<file path="config.mk">
export PLATFORM = sky130hd
export DESIGN_NAME = framed_command_receiver_timeout
export DESIGN_NICKNAME = d
export VERILOG_FILES = /design/src/hdl/fcr_pkg.sv /design/src/hdl/framed_command_receiver_timeout.sv /design/src/hdl/fcr_front.sv /design/src/hdl/fcr_queue.sv /design/src/hdl/fcr_back.sv
export SDC_FILE = /design/constraint.sdc
export NUM_CORES = 1
export LEC_CHECK = 0
export BUFFER_PORTS_ARGS = -buffer_cell sky130_fd_sc_hd__buf_2
export CELL_PAD_IN_SITES_DETAIL_PLACEMENT = 1
export CELL_PAD_IN_SITES_GLOBAL_PLACEMENT = 1
export CORE_UTILIZATION = 28
export CTS_CLUSTER_DIAMETER = 200
export DETAILED_ROUTE_END_ITERATION = 10
export PLACE_DENSITY = 0.54
export SLEW_MARGIN = 30
export SYNTH_ARGS = -nofsm -noshare
export SYNTH_HDL_FRONTEND = slang
export SYNTH_SLANG_ARGS = --single-unit
</file>
<file path="constraint.sdc">
create_clock -name clk -period 4.9 [get_ports clk]
set_input_delay 0.245 -clock clk [delete_from_list [all_inputs] [get_ports clk]]
set_output_delay 0.245 -clock clk [all_outputs]
set_load 0.1 [all_outputs]
</file>
<file path="src/hdl/fcr_pkg.sv">
// ----------------------------------------------------------------------------
// fcr_pkg
// Types and constants shared by the framed command receiver blocks.
// ----------------------------------------------------------------------------
package fcr_pkg;

    // Frame bytes and page rules
    localparam logic [7:0] HEADER_BYTE     = 8'hAA;
    localparam logic [7:0] TAIL_BYTE       = 8'h55;
    localparam logic [9:0] TIMEOUT_RESET   = 10'd500;
    localparam logic [8:0] PAGE_OFFSET     = 9'd5;
    localparam logic [7:0] DIRECT_PAGE_MIN = 8'd1;
    localparam logic [7:0] DIRECT_PAGE_MAX = 8'd4;

    // Item kind codes
    localparam logic KIND_BYTE = 1'b0;
    localparam logic KIND_TICK = 1'b1;

    // Input beat
    typedef struct packed {
        logic       kind;
        logic [7:0] rx_byte;
    } item_t;

    // Output beat
    typedef struct packed {
        logic [7:0] tx_byte;
        logic       is_last;
        logic [8:0] page_value;
    } result_t;

    // Accepted frame passed from front to back
    typedef struct packed {
        logic [7:0] first_data;
        logic [7:0] second_data;
        logic [8:0] page;
    } frame_t;

    // Receive position within a frame
    typedef enum logic [1:0] {
        POS_HEADER = 2'd0,
        POS_DATA0  = 2'd1,
        POS_DATA1  = 2'd2,
        POS_TAIL   = 2'd3
    } frame_pos_t;

    // Echo beat index
    typedef enum logic [1:0] {
        ECHO_HEADER = 2'd0,
        ECHO_FIRST  = 2'd1,
        ECHO_SECOND = 2'd2,
        ECHO_TAIL   = 2'd3
    } echo_idx_t;

endpackage

</file>
<file path="src/hdl/framed_command_receiver_timeout.sv">
// ----------------------------------------------------------------------------
// framed_command_receiver_timeout
// Header/tail framed command receiver with idle timeout and frame echo.
// ----------------------------------------------------------------------------
//  channel   handshake                    payload
//  item      item_valid / item_ready      item (kind, rx_byte)
//  result    result_valid / result_ready  result (tx_byte, is_last, page_value)
//  config    cfg_we                       cfg_data (timeout_ticks)
//
//  One item is taken per cycle while item_ready is high; each is handled on accept.
//  A good frame is queued and echoed from the output register as four beats,
//  one per cycle unless result_ready is low; echo sets the sustained burst rate.
//  item_ready drops only while the frame queue is full.
//  Reset clears frame state and the idle counter, and loads timeout 500.
// ----------------------------------------------------------------------------
module framed_command_receiver_timeout
#(
    parameter int QUEUE_DEPTH = 2
)
(
    input  logic             clk,
    input  logic             rst_n,
    input  logic             cfg_we,
    input  logic [9:0]       cfg_data,
    input  logic             item_valid,
    output logic             item_ready,
    input  fcr_pkg::item_t   item,
    output logic             result_valid,
    input  logic             result_ready,
    output fcr_pkg::result_t result
);

    logic            accept;
    logic            push;
    logic            pop;
    logic            not_empty;
    logic            full;
    fcr_pkg::frame_t wr_frame;
    fcr_pkg::frame_t rd_frame;

    assign item_ready = !full;
    assign accept     = item_valid && item_ready;

    // Front: classification and frame tracking
    fcr_front u_front
    (
        .clk      (clk),
        .rst_n    (rst_n),
        .cfg_we   (cfg_we),
        .cfg_data (cfg_data),
        .accept   (accept),
        .item     (item),
        .push     (push),
        .frame    (wr_frame)
    );

    // Frame queue
    fcr_queue
    #(
        .DEPTH (QUEUE_DEPTH)
    )
    u_queue
    (
        .clk       (clk),
        .rst_n     (rst_n),
        .push      (push),
        .wr_frame  (wr_frame),
        .pop       (pop),
        .rd_frame  (rd_frame),
        .not_empty (not_empty),
        .full      (full)
    );

    // Back: echo sequencer
    fcr_back u_back
    (
        .clk          (clk),
        .rst_n        (rst_n),
        .frame_avail  (not_empty),
        .frame        (rd_frame),
        .pop          (pop),
        .result_valid (result_valid),
        .result_ready (result_ready),
        .result       (result)
    );

endmodule

</file>
<file path="src/hdl/fcr_front.sv">
// ----------------------------------------------------------------------------
// fcr_front
// Accepts bytes and ticks, tracks the frame and the idle counter, and
// pushes each good frame into the frame queue.
// ----------------------------------------------------------------------------
module fcr_front
(
    input  logic            clk,
    input  logic            rst_n,
    input  logic            cfg_we,
    input  logic [9:0]      cfg_data,
    input  logic            accept,
    input  fcr_pkg::item_t  item,
    output logic            push,
    output fcr_pkg::frame_t frame
);

    fcr_pkg::frame_pos_t pos_reg, pos_next;
    logic [7:0] first_reg, first_next;
    logic [7:0] second_reg, second_next;
    logic [9:0] idle_reg, idle_next;
    logic [9:0] timeout_reg;
    logic       timed_out;
    logic       is_byte;
    logic       direct;

    assign timed_out = idle_reg >= timeout_reg;
    assign is_byte   = accept && (item.kind == fcr_pkg::KIND_BYTE);
    assign direct    = (first_reg >= fcr_pkg::DIRECT_PAGE_MIN) &&
                       (first_reg <= fcr_pkg::DIRECT_PAGE_MAX);

    // Timeout register
    always_ff @(posedge clk or negedge rst_n)
    begin
        if (!rst_n)
        begin
            timeout_reg <= fcr_pkg::TIMEOUT_RESET;
        end
        else if (cfg_we)
        begin
            timeout_reg <= cfg_data;
        end
    end

    // State registers
    always_ff @(posedge clk or negedge rst_n)
    begin
        if (!rst_n)
        begin
            pos_reg    <= fcr_pkg::POS_HEADER;
            first_reg  <= '0;
            second_reg <= '0;
            idle_reg   <= '0;
        end
        else
        begin
            pos_reg    <= pos_next;
            first_reg  <= first_next;
            second_reg <= second_next;
            idle_reg   <= idle_next;
        end
    end

    // Next frame position
    always_comb
    begin
        pos_next = pos_reg;
        if (is_byte)
        begin
            if (timed_out && (pos_reg != fcr_pkg::POS_HEADER))
            begin
                pos_next = fcr_pkg::POS_HEADER;
            end
            else
            begin
                case (pos_reg)
                    fcr_pkg::POS_HEADER:
                    begin
                        if (item.rx_byte == fcr_pkg::HEADER_BYTE)
                        begin
                            pos_next = fcr_pkg::POS_DATA0;
                        end
                    end
                    fcr_pkg::POS_DATA0: pos_next = fcr_pkg::POS_DATA1;
                    fcr_pkg::POS_DATA1: pos_next = fcr_pkg::POS_TAIL;
                    default:            pos_next = fcr_pkg::POS_HEADER;
                endcase
            end
        end
    end

    // Data capture, idle counter and frame push
    always_comb
    begin
        first_next  = first_reg;
        second_next = second_reg;
        idle_next   = idle_reg;
        push        = 1'b0;
        frame.first_data  = first_reg;
        frame.second_data = second_reg;
        frame.page        = direct ? {1'b0, first_reg}
                                   : {1'b0, second_reg} + fcr_pkg::PAGE_OFFSET;
        if (accept && (item.kind == fcr_pkg::KIND_TICK))
        begin
            if (idle_reg < timeout_reg)
            begin
                idle_next = idle_reg + 10'd1;
            end
        end
        else if (is_byte)
        begin
            idle_next = '0;
            if (!(timed_out && (pos_reg != fcr_pkg::POS_HEADER)))
            begin
                case (pos_reg)
                    fcr_pkg::POS_DATA0: first_next  = item.rx_byte;
                    fcr_pkg::POS_DATA1: second_next = item.rx_byte;
                    fcr_pkg::POS_TAIL:
                    begin
                        if (item.rx_byte == fcr_pkg::TAIL_BYTE)
                        begin
                            push        = 1'b1;
                            first_next  = '0;
                            second_next = '0;
                        end
                    end
                    default: ;
                endcase
            end
        end
    end

endmodule

</file>
<file path="src/hdl/fcr_queue.sv">
// ----------------------------------------------------------------------------
// fcr_queue
// Small register FIFO of accepted frames between front and back.
// ----------------------------------------------------------------------------
module fcr_queue
#(
    parameter int DEPTH = 2
)
(
    input  logic            clk,
    input  logic            rst_n,
    input  logic            push,
    input  fcr_pkg::frame_t wr_frame,
    input  logic            pop,
    output fcr_pkg::frame_t rd_frame,
    output logic            not_empty,
    output logic            full
);

    localparam int PW = (DEPTH > 1) ? $clog2(DEPTH) : 1;
    localparam int CW = $clog2(DEPTH + 1);
    localparam logic [PW-1:0] LAST_PTR = PW'(DEPTH - 1);
    localparam logic [CW-1:0] FULL_CNT = CW'(DEPTH);

    fcr_pkg::frame_t   slot_reg [DEPTH];
    logic [PW-1:0]     wr_ptr_reg, wr_ptr_next;
    logic [PW-1:0]     rd_ptr_reg, rd_ptr_next;
    logic [CW-1:0]     count_reg, count_next;
    logic              do_push, do_pop;

    assign not_empty = count_reg != '0;
    assign full      = count_reg == FULL_CNT;
    assign do_push   = push && !full;
    assign do_pop    = pop && not_empty;
    assign rd_frame  = slot_reg[rd_ptr_reg];

    // Pointer and count update
    always_comb
    begin
        wr_ptr_next = wr_ptr_reg;
        rd_ptr_next = rd_ptr_reg;
        count_next  = count_reg;
        if (do_push)
        begin
            wr_ptr_next = (wr_ptr_reg == LAST_PTR) ? '0 : wr_ptr_reg + PW'(1);
        end
        if (do_pop)
        begin
            rd_ptr_next = (rd_ptr_reg == LAST_PTR) ? '0 : rd_ptr_reg + PW'(1);
        end
        if (do_push && !do_pop)
        begin
            count_next = count_reg + CW'(1);
        end
        else if (do_pop && !do_push)
        begin
            count_next = count_reg - CW'(1);
        end
    end

    always_ff @(posedge clk or negedge rst_n)
    begin
        if (!rst_n)
        begin
            wr_ptr_reg <= '0;
            rd_ptr_reg <= '0;
            count_reg  <= '0;
        end
        else
        begin
            wr_ptr_reg <= wr_ptr_next;
            rd_ptr_reg <= rd_ptr_next;
            count_reg  <= count_next;
        end
    end

    // Slot storage
    always_ff @(posedge clk)
    begin
        if (do_push)
        begin
            slot_reg[wr_ptr_reg] <= wr_frame;
        end
    end

endmodule

</file>
<file path="src/hdl/fcr_back.sv">
// ----------------------------------------------------------------------------
// fcr_back
// Echoes each queued frame as four beats through an output register.
// ----------------------------------------------------------------------------
module fcr_back
(
    input  logic             clk,
    input  logic             rst_n,
    input  logic             frame_avail,
    input  fcr_pkg::frame_t  frame,
    output logic             pop,
    output logic             result_valid,
    input  logic             result_ready,
    output fcr_pkg::result_t result
);

    fcr_pkg::echo_idx_t idx_reg, idx_next;
    logic               valid_reg, valid_next;
    fcr_pkg::result_t   beat_reg, beat_next;
    logic               load;

    assign load         = frame_avail && (!valid_reg || result_ready);
    assign result_valid = valid_reg;
    assign result       = beat_reg;

    always_ff @(posedge clk or negedge rst_n)
    begin
        if (!rst_n)
        begin
            idx_reg   <= fcr_pkg::ECHO_HEADER;
            valid_reg <= 1'b0;
        end
        else
        begin
            idx_reg   <= idx_next;
            valid_reg <= valid_next;
        end
    end

    always_ff @(posedge clk)
    begin
        beat_reg <= beat_next;
    end

    // Next echo index
    always_comb
    begin
        idx_next = idx_reg;
        if (load)
        begin
            case (idx_reg)
                fcr_pkg::ECHO_HEADER: idx_next = fcr_pkg::ECHO_FIRST;
                fcr_pkg::ECHO_FIRST:  idx_next = fcr_pkg::ECHO_SECOND;
                fcr_pkg::ECHO_SECOND: idx_next = fcr_pkg::ECHO_TAIL;
                default:              idx_next = fcr_pkg::ECHO_HEADER;
            endcase
        end
    end

    // Beat contents, valid and queue pop
    always_comb
    begin
        beat_next  = beat_reg;
        valid_next = valid_reg;
        pop        = 1'b0;
        if (load)
        begin
            valid_next           = 1'b1;
            beat_next.page_value = frame.page;
            beat_next.is_last    = 1'b0;
            case (idx_reg)
                fcr_pkg::ECHO_HEADER: beat_next.tx_byte = fcr_pkg::HEADER_BYTE;
                fcr_pkg::ECHO_FIRST:  beat_next.tx_byte = frame.first_data;
                fcr_pkg::ECHO_SECOND: beat_next.tx_byte = frame.second_data;
                default:
                begin
                    beat_next.tx_byte = fcr_pkg::TAIL_BYTE;
                    beat_next.is_last = 1'b1;
                    pop               = 1'b1;
                end
            endcase
        end
        else if (result_ready)
        begin
            valid_next = 1'b0;
        end
    end

endmodule
</file>
==> reports/results.txt, run 1 <==
outcome = finished, violations left
failing checks = DRC
Max Used Layer = met4
crit end category = register
Worst-Skew Late Latency = 0.42 ns
CTS Sinks = 113
DRC viols = 2
met1 wire length = 6070 um
final std cells w/o fill = 704
drt via density = 4.86
Final ANT Viol Nets = 0
pin count of the biggest net entering global routing = 46
CTS Hold Bufs = 1
Hold Crit Class = in -> reg
pre-CTS setup slack = 2.20 ns
data required time of the worst path = 5.23 ns
antenna violations before repair = 0
average size of a mapped cell = 12.8 um2
pwr dens = 515 nW/um2
PortBufs = 43
FMAX = 0.364 GHz
Fin. Hold Viols = 0
vias in the first global route = 3731
flip-flop and latch area = 3180 um2
wire length on met2 = 5620 um
final worst-path cycle share = 56.0%
die area = 19300 um2
Synth top cells by count = 68 x edfxtp_1, 42 x inv_1, 39 x dfrtp_1, 27 x mux2_2, 26 x nand2_1
first-pass GRT wire length = 20300 um
TritonCTS Buffers = 17
buffer count from post-CTS setup fixing = 0
share of the synthesized area in the top cell type = 38.8%
post-route setup TNS = 0 ns
met3 WL post-DR = 394 um
final setup fails = 0
CP max FO = 4
post-synth top area cell = edfxtp_1
number of detailed-route iterations in the first pass = 9
Setup Crit Path Kind = reg -> reg
post-synth cell types = 55
Die Height = 139 um
all-layer global routing usage = 13.7%
ys async rst share = 39.8%
area grow syn2layout = 20.4%
number of synthesized flops with an enable pin = 68
CTS root buf = clkbuf_16
I/O pin count = 44
grt total ovfl = 0
Clock Skew = 0.0115 ns
Seq cells post-synth = 113
CTS H-tree lvls = 4
Syn. warnings = 0
sequential fraction of the synthesis area = 60.3%
post-synth design cell area = 5260 um2
max reg flops = 50
Starting Density = 28.9%
syn nets = 455
cell count after synthesis = 410
DRT iter0 DRCs = 184
Vias = 3420
crit path time final = 2.75 ns
CTS tree = built
Post-DP HPWL = 8480 um
number of fill cells = 1945
Slew Limit Fails = 0
# diodes = 0
# rows = 49
crit path DAT = 3.08 ns
Max Cap Viol = 0
Routed WL per cell = 17.3 um
placed cells = 671
Detailed Route WL = 12200 um
DIE WIDTH = 139 um
Most used DFF post-synth = edfxtp_1
Multi-input gate area = 1880 um2
Max Root-Sink Buffers = 2
Slew headroom = 52.5%
nets = 507
hold slack = 0.0231 ns
Synth area leaders = edfxtp_1 39%, dfrtp_1 19%, mux2_2 5.8%
total chip power = 3.26 mW
most frequent cell after synthesis = edfxtp_1
CP Launch Type = register
Max IR drop VDD = 264 uV
clk slew on worst S/H paths = 0.06 ns
share of cells above drive strength 1 = 26.5%
Least-Margin Pin Slew = 0.713 ns
unrepaired setup endpoints after global routing = false
r2r setup slk = 2.15 ns
GP Congestion = 0.745
P_leak = 2.46 nW
core area = 18200 um2
PostCTS Resize Cnt = 0
final worst slack = 2.15 ns
-- metrics by stage --
step                      util, %  instance area (um2)
final                        34.8                 6340
after global placement       31.5                 5740
after global routing         34.8                 6340
after detailed placement     31.6                 5750
after floorplan                 -                 5260
after CTS                    34.8                 6340
-- report_power, final --
| part | internal (mW) | switching (mW) | leakage (nW) |
|---|---|---|---|
| logic | 0.248 | 0.469 | 0.997 |
| clock network | 0.755 | 0.470 | 0.278 |
| registers | 1.19 | 0.131 | 1.19 |
| total | 2.19 | 1.07 | 2.46 |
-- routing by layer --
layer	vias up	global-route usage, %
met5	-	0
met4	0	4.15
met3	7	4.04
met2	53	21.7
met1	1724	18.0
li1	1636	-
-- placed cells by master, fill, tap and decap left out, types with 5 or more instances in the layout --
cell / count
clkbuf_16: 17
o21ai_0: 19
o22ai_1: 17
nand3_1: 9
nand3b_1: 8
inv_1: 42
o31ai_1: 5
inv_6: 5
a21oi_1: 14
xnor2_1: 8
dfrtp_1: 38
nor2_1: 20
mux2_2: 27
edfxtp_1: 68
ha_1: 21
dfstp_2: 6
buf_2: 42
nand2_1: 26
-- cell type report --
cell class                 count  area share, %
inverter                      42           2.49
multi-input combinational    241           29.7
clock inverter                14           2.43
timing repair buffer          47           3.95
clock buffer                  18           6.77
tap                          229           4.52
sequential                   113           50.1
-- worst paths after layout --
kind / start / end / cells after the start
max in group asynchronous: rst_n / u_queue.rd_ptr_reg / 2
worst max-delay path: u_front.timeout_reg[7] / u_queue.count_reg[1] / 10
worst min-delay path: result_ready / u_back.result_valid / 2
worst min register to register: u_front.first_reg[4] / u_queue.slot_reg[0][21] / 0
worst max register to register: u_front.timeout_reg[7] / u_queue.count_reg[1] / 10
min in group asynchronous: rst_n / u_front.idle_reg[3] / 2
-- worst max-delay path: stages (launching register included) --
cell,delay [ns]
dfstp_2,0.52
inv_1,0.05
ha_1,0.30
nand4_1,0.29
o211a_1,0.37
a21oi_1,0.40
nor2_1,0.11
ha_1,0.21
xor2_1,0.14
nor2_1,0.11
xor2_1,0.17
-- logic make-up (layout without fill, tap and decap cells) --
group	count (synthesis)	in the layout	share of synthesized area, %
adder cells (fa/ha/maj)	21	21	4.99
buffers and inverters	56	121	4.11
AO/OA/AOI/OAI	82	82	12.0
XOR/XNOR	11	11	1.83
flip-flops	113	113	60.3
multiplexers	28	28	5.97
AND/OR/NAND/NOR	99	99	10.8
Note: power is estimated with default switching activity, not from simulation.
==> run 2: changes to the inputs <==
--- a/config.mk
+++ b/config.mk
@@ -5,13 +5,14 @@
 export SDC_FILE = /design/constraint.sdc
 export NUM_CORES = 1
 export LEC_CHECK = 0
+export ABC_AREA = 1
 export BUFFER_PORTS_ARGS = -buffer_cell sky130_fd_sc_hd__buf_2
 export CELL_PAD_IN_SITES_DETAIL_PLACEMENT = 1
 export CELL_PAD_IN_SITES_GLOBAL_PLACEMENT = 1
 export CORE_UTILIZATION = 28
 export CTS_CLUSTER_DIAMETER = 200
 export DETAILED_ROUTE_END_ITERATION = 10
-export PLACE_DENSITY = 0.54
+export PLACE_DENSITY = 0.58
 export SLEW_MARGIN = 30
 export SYNTH_ARGS = -nofsm -noshare
 export SYNTH_HDL_FRONTEND = slang
==> constraint.sdc (replaced) <==
create_clock -name clk -period 2.27 [get_ports clk]
set_input_delay 0.1135 -clock clk [delete_from_list [all_inputs] [get_ports clk]]
set_output_delay 0.1135 -clock clk [all_outputs]
set_load 0.1 [all_outputs]
==> run 2 against run 1 <==
  * The run still ends with DRC left
  * Cell count up 17%
  * Synthesized cell count up 23%
  * Hold slack better by 0.038 ns
  * Wire length down 0.74%
  * Largest cell class unchanged
  * Highest routed layer unchanged
==> reports/results.txt, run 2 <==
ys async rst share = 39.8% (unchanged)
grt total ovfl = 0 (unchanged)
number of synthesized flops with an enable pin = 68 (unchanged)
syn nets = 548 (was 455)
pre-CTS setup slack = -0.0459 ns (was 2.20 ns)
CTS Sinks = 113 (unchanged)
Vias = 3777 (was 3420)
all-layer global routing usage = 13.4% (was 13.7%)
DRC viols = 4 (was 2)
most frequent cell after synthesis = nand2_1 (was edfxtp_1)
I/O pin count = 44 (unchanged)
CP Launch Type = register (unchanged)
Least-Margin Pin Slew = 0.749 ns (was 0.713 ns)
final worst-path cycle share = 95.9% (was 56.0%)
unrepaired setup endpoints after global routing = true (was false)
outcome = finished, violations left (unchanged)
commonest cells after routing, fill and taps aside = 120 x nand2_1, 68 x edfxtp_1, 45 x nor2_1 (was 68 x edfxtp_1, 42 x inv_1, 42 x buf_2)
Fin. Hold Viols = 0 (unchanged)
average size of a mapped cell = 10.4 um2 (was 12.8 um2)
Clock Skew = 0.0145 ns (was 0.0115 ns)
failing checks = DRC (unchanged)
total chip power = 9.25 mW (was 3.26 mW)
share of cells above drive strength 1 = 25.0% (was 26.5%)
hold slack = 0.0606 ns (was 0.0231 ns)
TritonCTS Buffers = 17 (unchanged)
nets = 627 (was 507)
first-pass GRT wire length = 19900 um (was 20300 um)
Starting Density = 28.8% (was 28.9%)
most common cell after layout, fill and taps aside = nand2_1 (was edfxtp_1)
share of the synthesized area in the top cell type = 39.1% (was 38.8%)
drt via density = 4.58 (was 4.86)
number of detailed-route iterations in the first pass = 7 (was 9)
Max Root-Sink Buffers = 2 (unchanged)
Routed WL per cell = 14.7 um (was 17.3 um)
Die Height = 139 um (about the same)
antenna violations before repair = 0 (unchanged)
Setup Crit Path Kind = reg -> reg (unchanged)
Most used DFF post-synth = edfxtp_1 (unchanged)
area grow syn2layout = 28.9% (was 20.4%)
# rows = 49 (unchanged)
number of fill cells = 2039 (was 1945)
Final ANT Viol Nets = 0 (unchanged)
Detailed Route WL = 12100 um (was 12200 um)
post-synth design cell area = 5230 um2 (was 5260 um2)
data required time of the worst path = 2.40 ns (was 5.23 ns)
PortBufs = 43 (unchanged)
Post-DP HPWL = 8190 um (was 8480 um)
cell count after synthesis = 503 (was 410)
Max Cap Viol = 0 (unchanged)
vias in the first global route = 4012 (was 3731)
crit path DAT = 2.30 ns (was 3.08 ns)
pin count of the biggest net entering global routing = 31 (was 46)
clk slew on worst S/H paths = 0.06 ns (about the same)
pwr dens = 1370 nW/um2 (was 515 nW/um2)
crit end category = register (unchanged)
Hold Crit Class = in -> reg (unchanged)
Slew headroom = 50.1% (was 52.5%)
sequential fraction of the synthesis area = 60.8% (was 60.3%)
DIE WIDTH = 139 um (about the same)
Synth area leaders = edfxtp_1 39%, dfrtp_1 19%, nand2_1 9.0% (was edfxtp_1 39%, dfrtp_1 19%, mux2_2 5.8%)
Worst-Skew Late Latency = 0.42 ns (about the same)
final worst slack = 0.0929 ns (was 2.15 ns)
Synth top cells by count = 125 x nand2_1, 68 x edfxtp_1, 49 x inv_1, 47 x nor2_1, 39 x dfrtp_1 (was 68 x edfxtp_1, 42 x inv_1, 39 x dfrtp_1, 27 x mux2_2, 26 x nand2_1)
# diodes = 0 (unchanged)
max reg flops = 50 (unchanged)
final setup fails = 0 (unchanged)
Seq cells post-synth = 113 (unchanged)
Slew Limit Fails = 0 (unchanged)
P_leak = 2.89 nW (was 2.46 nW)
FMAX = 0.459 GHz (was 0.364 GHz)
GP Congestion = 0.736 (was 0.745)
core area = 18100 um2 (was 18200 um2)
CTS root buf = clkbuf_16 (unchanged)
CTS tree = built (unchanged)
crit path time final = 2.18 ns (was 2.75 ns)
CTS H-tree lvls = 4 (unchanged)
post-synth top area cell = edfxtp_1 (unchanged)
post-route setup TNS = 0 ns (unchanged)
die area = 19200 um2 (was 19300 um2)
post-synth cell types = 43 (was 55)
Max IR drop VDD = 412 uV (was 264 uV)
CP max FO = 6 (was 4)
Syn. warnings = 0 (unchanged)
DRT iter0 DRCs = 212 (was 184)
[run 2: cell count changes after synthesis, moves of 6 or more]
cell | before | now
xnor2_1 | 8 | 2
mux2_2 | 27 | 1
nand3_1 | 9 | 37
o221ai_1 | 0 | 8
o21ai_0 | 19 | 34
nor2_1 | 20 | 47
nand3b_1 | 8 | 0
o22ai_1 | 17 | 1
inv_1 | 42 | 49
nand2_1 | 26 | 125
[run 2: cell type report]
type	count	area, um2	area share (%)
Timing Repair Buffer	72	531	7.87
Clock inverter	15	168	2.49
Tap cell	229	287	4.25
Clock buffer	17	425	6.31
Sequential cell	113	3180	47.1
Multi-Input combinational cell	326	1950	28.9
Inverter	52	204	3.03
[run 2: timing repair]
| action | CTS | global route |
|---|---|---|
| hold endpoints to repair | 34 | 0 |
| pin swaps | 3 | 9 |
| gates resized for setup | 2 | 19 |
| hold buffers | 12 | 0 |
| endpoints found under the setup margin | 1 | 33 |
| buffers inserted | 1 | 0 |
| gates cloned | 0 | 3 |
[run 2: critical path, stage by stage, from the launching register on]
cell	delay, ns
dfstp_2	0.53
inv_2	0.05
ha_4	0.22
a21oi_2	0.13
nand2_1	0.06
nand2_1	0.08
nand4_1	0.13
nand2_2	0.14
buf_6	0.11
nand3_4	0.06
clkinvlp_4	0.19
clkbuf_16	0.18
[run 2: layer usage]
layer,vias up,global-route usage [%],wire length (um)
met5,-,0,0
met4,0,5.15,125
met3,10,3.69,330
met2,49,22.2,5970
met1,1868,16.7,5660
li1,1850,-,-
[run 2: cells by family (layout without fill, tap and decap cells)]
kind of cell,Yosys count,in the layout,share of synthesized area [%]
and+or+nand+nor,233,233,19.6
AOI/OAI and AO/OA,62,62,7.76
adders and majority gates,21,21,5.03
xor gates and xnor gates,8,8,1.34
DFF,113,113,60.8
buffers and inverters,64,156,5.08
muxes,2,2,0.431
[run 2: worst paths after layout]
path | from | to | slack (ns) | depth (start not counted)
max | u_front.timeout_reg[5] | u_queue.slot_reg[1][20] | 0.09 | 11
max reg2reg | u_front.timeout_reg[5] | u_queue.slot_reg[1][20] | 0.09 | 11
max in group asynchronous | rst_n | u_front.second_reg[3] | 1.25 | 3
min reg2reg | u_queue.count_reg[0] | u_queue.count_reg[0] | 0.50 | 1
min | cfg_we | u_front.timeout_reg[8] | 0.06 | 3
min in group asynchronous | rst_n | u_front.timeout_reg[1] | 0.30 | 2
[run 2: where the power goes]
group,switching [mW],leakage (nW),internal (mW),total [mW]
sequential,0.375,1.19,2.84,3.21
clock,1.04,0.287,1.64,2.68
combinational,2.58,1.42,0.785,3.36
[run 2: metrics by stage]
step           utilization [%]  cell area (um2)  instances
6_report                  37.1             6740        824
2_1_floorplan                -             5310        503
3_5_place_dp              32.3             5870        776
3_3_place_gp              32.3             5870        776
4_1_cts                   36.3             6590        821
5_1_grt                   37.1             6740        824
==> run 3: changes to the inputs <==
--- a/config.mk
+++ b/config.mk
@@ -9,10 +9,10 @@
 export BUFFER_PORTS_ARGS = -buffer_cell sky130_fd_sc_hd__buf_2
 export CELL_PAD_IN_SITES_DETAIL_PLACEMENT = 1
 export CELL_PAD_IN_SITES_GLOBAL_PLACEMENT = 1
-export CORE_UTILIZATION = 28
+export CORE_UTILIZATION = 42
 export CTS_CLUSTER_DIAMETER = 200
 export DETAILED_ROUTE_END_ITERATION = 10
-export PLACE_DENSITY = 0.58
+export PLACE_DENSITY = 0.79
 export SLEW_MARGIN = 30
 export SYNTH_ARGS = -nofsm -noshare
 export SYNTH_HDL_FRONTEND = slang
==> run 3 against run 2 <==
  * The run now ends clean
  * Critical path depth increased by 2
  * Hold slack improved by 0.011 ns
  * First-iteration DRC count up 30%
  * Total power is 1.3% higher
  * Largest power group unchanged
  * Setup slack got worse by 0.085 ns
  * Sequential share of layout area up 1.1 points
  * Non-clock buffer count shrank 3
  * Wire length up 10%
  * Final area fell by 2.2%
  * Clock-buffer cell count is 1 higher
  * Combinational power rose by 3%
  * Sequential power about the same
==> reports/results.txt, run 3 (synthesized netlist as in run 2, its figures left out) <==
clk slew on worst S/H paths = 0.05 ns (was 0.06 ns)
FMAX = 0.442 GHz (was 0.459 GHz)
data required time of the worst path = 2.39 ns (was 2.40 ns)
P_leak = 2.86 nW (was 2.89 nW)
pre-CTS setup slack = -0.101 ns (was -0.0459 ns)
Slew Limit Fails = 0 (unchanged)
Least-Margin Pin Slew = 0.546 ns (was 0.749 ns)
outcome = finished clean (was finished, violations left)
CTS tree = built (unchanged)
vias in the first global route = 4269 (was 4012)
Detailed Route WL = 13300 um (was 12100 um)
Worst-Skew Late Latency = 0.42 ns (about the same)
Fin. Hold Viols = 0 (unchanged)
Max IR drop VDD = 746 uV (was 412 uV)
Vias = 3955 (was 3777)
crit path time final = 2.26 ns (was 2.18 ns)
CTS Sinks = 113 (unchanged)
DP Area = 5800 um2 (was 5870 um2)
Slowest-stage cell, CP = dfstp_2 (unchanged)
I/O pin count = 44 (unchanged)
max reg flops = 50 (unchanged)
Routed WL per cell = 17.5 um (was 14.7 um)
die area = 12900 um2 (was 19200 um2)
pin count of the biggest net entering global routing = 26 (was 31)
crit path DAT = 2.38 ns (was 2.30 ns)
Clock Skew = 0.00908 ns (was 0.0145 ns)
DRT iter0 DRCs = 275 (was 212)
Top Family by Delay on Critical Path = simple AND/OR/NAND/NOR gates (was flip-flops)
Setup Crit Path Kind = reg -> reg (unchanged)
CTS H-tree lvls = 4 (unchanged)
Hold Crit Class = in -> reg (unchanged)
Max Root-Sink Buffers = 2 (unchanged)
antenna violations before repair = 0 (unchanged)
Slew headroom = 63.6% (was 50.1%)
all-layer global routing usage = 22.5% (was 13.4%)
nets = 624 (was 627)
CP Launch Type = register (unchanged)
share of cells above drive strength 1 = 24.0% (was 25.0%)
# rows = 40 (was 49)
post-route setup TNS = 0 ns (unchanged)
final worst-path cycle share = 99.7% (was 95.9%)
Starting Density = 43.3% (was 28.8%)
first-pass GRT wire length = 21600 um (was 19900 um)
GP Congestion = 0.769 (was 0.736)
CTS root buf = clkbuf_16 (unchanged)
pwr dens = 1420 nW/um2 (was 1370 nW/um2)
PortBufs = 43 (unchanged)
core area = 12100 um2 (was 18100 um2)
CP max FO = 25 (was 6)
TritonCTS Buffers = 17 (unchanged)
number of detailed-route iterations in the first pass = 4 (was 7)
DRC viols = 0 (was 4)
final worst slack = 0.00785 ns (was 0.0929 ns)
crit path buf inv count = 4 (unchanged)
# diodes = 0 (unchanged)
crit end category = register (unchanged)
DIE WIDTH = 114 um (was 139 um)
placed cells = 715 (was 776)
unrepaired setup endpoints after global routing = true (unchanged)
Final ANT Viol Nets = 0 (unchanged)
Post-DP HPWL = 8740 um (was 8190 um)
final std cells w/o fill = 760 (was 824)
post-layout instance area = 6590 um2 (was 6740 um2)
commonest cells after routing, fill and taps aside = 119 x nand2_1, 68 x edfxtp_1, 45 x nor2_1 (was 120 x nand2_1, 68 x edfxtp_1, 45 x nor2_1)
drt via density = 5.20 (was 4.58)
CP max stage delay = 0.53 ns (about the same)
most common cell after layout, fill and taps aside = nand2_1 (unchanged)
area grow syn2layout = 26.0% (was 28.9%)
Die Height = 114 um (was 139 um)
Max Cap Viol = 0 (unchanged)
final setup fails = 0 (unchanged)
grt total ovfl = 0 (unchanged)
critical-path cell list = inv_2 > ha_4 > nand2_4 > inv_2 > nand2_1 > nand2_1 > nand2_2 > nand4_1 > nand2_2 > nand2_4 > buf_4 > nor2_4 > buf_12 (was inv_2 > ha_4 > a21oi_2 > nand2_1 > nand2_1 > nand4_1 > nand2_2 > buf_6 > nand3_4 > clkinvlp_4 > clkbuf_16)
[run 3: changes by cell type in the layout (fill, tap and decap cells not counted), sizes merged]
| cell | previous run | this run |
|---|---|---|
| buf | 58 | 57 |
| clkinv | 4 | 8 |
| clkbuf | 19 | 18 |
| inv | 58 | 50 |
| clkinvlp | 3 | 5 |
| bufinv | 2 | 3 |
[run 3: area by class of cell]
class	count	area (um2)
Fill cell	1298	5470
Sequential cell	113	3180
Multi-Input combinational cell	326	1920
Timing Repair Buffer	69	478
Clock buffer	18	429
Tap cell	168	210
Inverter	52	204
Clock inverter	14	165
[run 3: final timing paths]
path                                        start                      end  slack, ns  cells past startpoint
setup reg to reg           u_front.timeout_reg[5]   u_queue.slot_reg[0][5]      0.008                     13
hold / removal                            item[6]    u_front.second_reg[6]       0.07                      5
max in group asynchronous                   rst_n   u_front.timeout_reg[2]       1.47                      3
hold reg to reg              u_front.first_reg[3]  u_queue.slot_reg[1][20]       0.51                      0
setup / recovery           u_front.timeout_reg[5]   u_queue.slot_reg[0][5]      0.008                     13
min in group asynchronous                   rst_n   u_front.timeout_reg[9]       0.21                      2
[run 3: timing repair]
action                                  4_1_cts  5_1_grt
pin swaps                                     3        4
resized for setup                             5       13
endpoints found under the setup margin        1       26
hold endpoints to repair                     26        0
buffers inserted                              0        1
hold buffers                                 12        0
[run 3: worst reg2reg max path, stage by stage (launching register included)]
cell and delay (ns):
dfstp_2 0.53, inv_2 0.04, ha_4 0.23, nand2_4 0.08, inv_2 0.04, nand2_1 0.07, nand2_1 0.09, nand2_2 0.09
nand4_1 0.12, nand2_2 0.13, nand2_4 0.07, buf_4 0.15, nor2_4 0.11, buf_12 0.20
[run 3: layer usage]
metal  vias to the layer above  global-route usage (%)  part of all wire, %
met5                         -                       0                    0
met4                         0                    9.47                  2.4
met3                        27                    5.10                  3.5
met2                       103                    39.3                   52
met1                      1985                    26.7                   42
li1                       1840                       -                    -
[run 3: through the flow]
step | util [%] | hold WS (ns) | total power, mW
floorplan | - | -0.182 | 5.77
global placement | 48.1 | 0.110 | 6.42
detailed placement | 48.1 | 0.129 | 6.63
CTS | 54.2 | 0.0566 | 9.39
global route | 54.6 | 0.0936 | 9.77
finish | 54.6 | 0.0716 | 9.37
[run 3: power by group]
part           switching (mW)  internal (mW)
Sequential              0.387           2.84
Combinational            2.67          0.791
Clock                   0.971           1.72
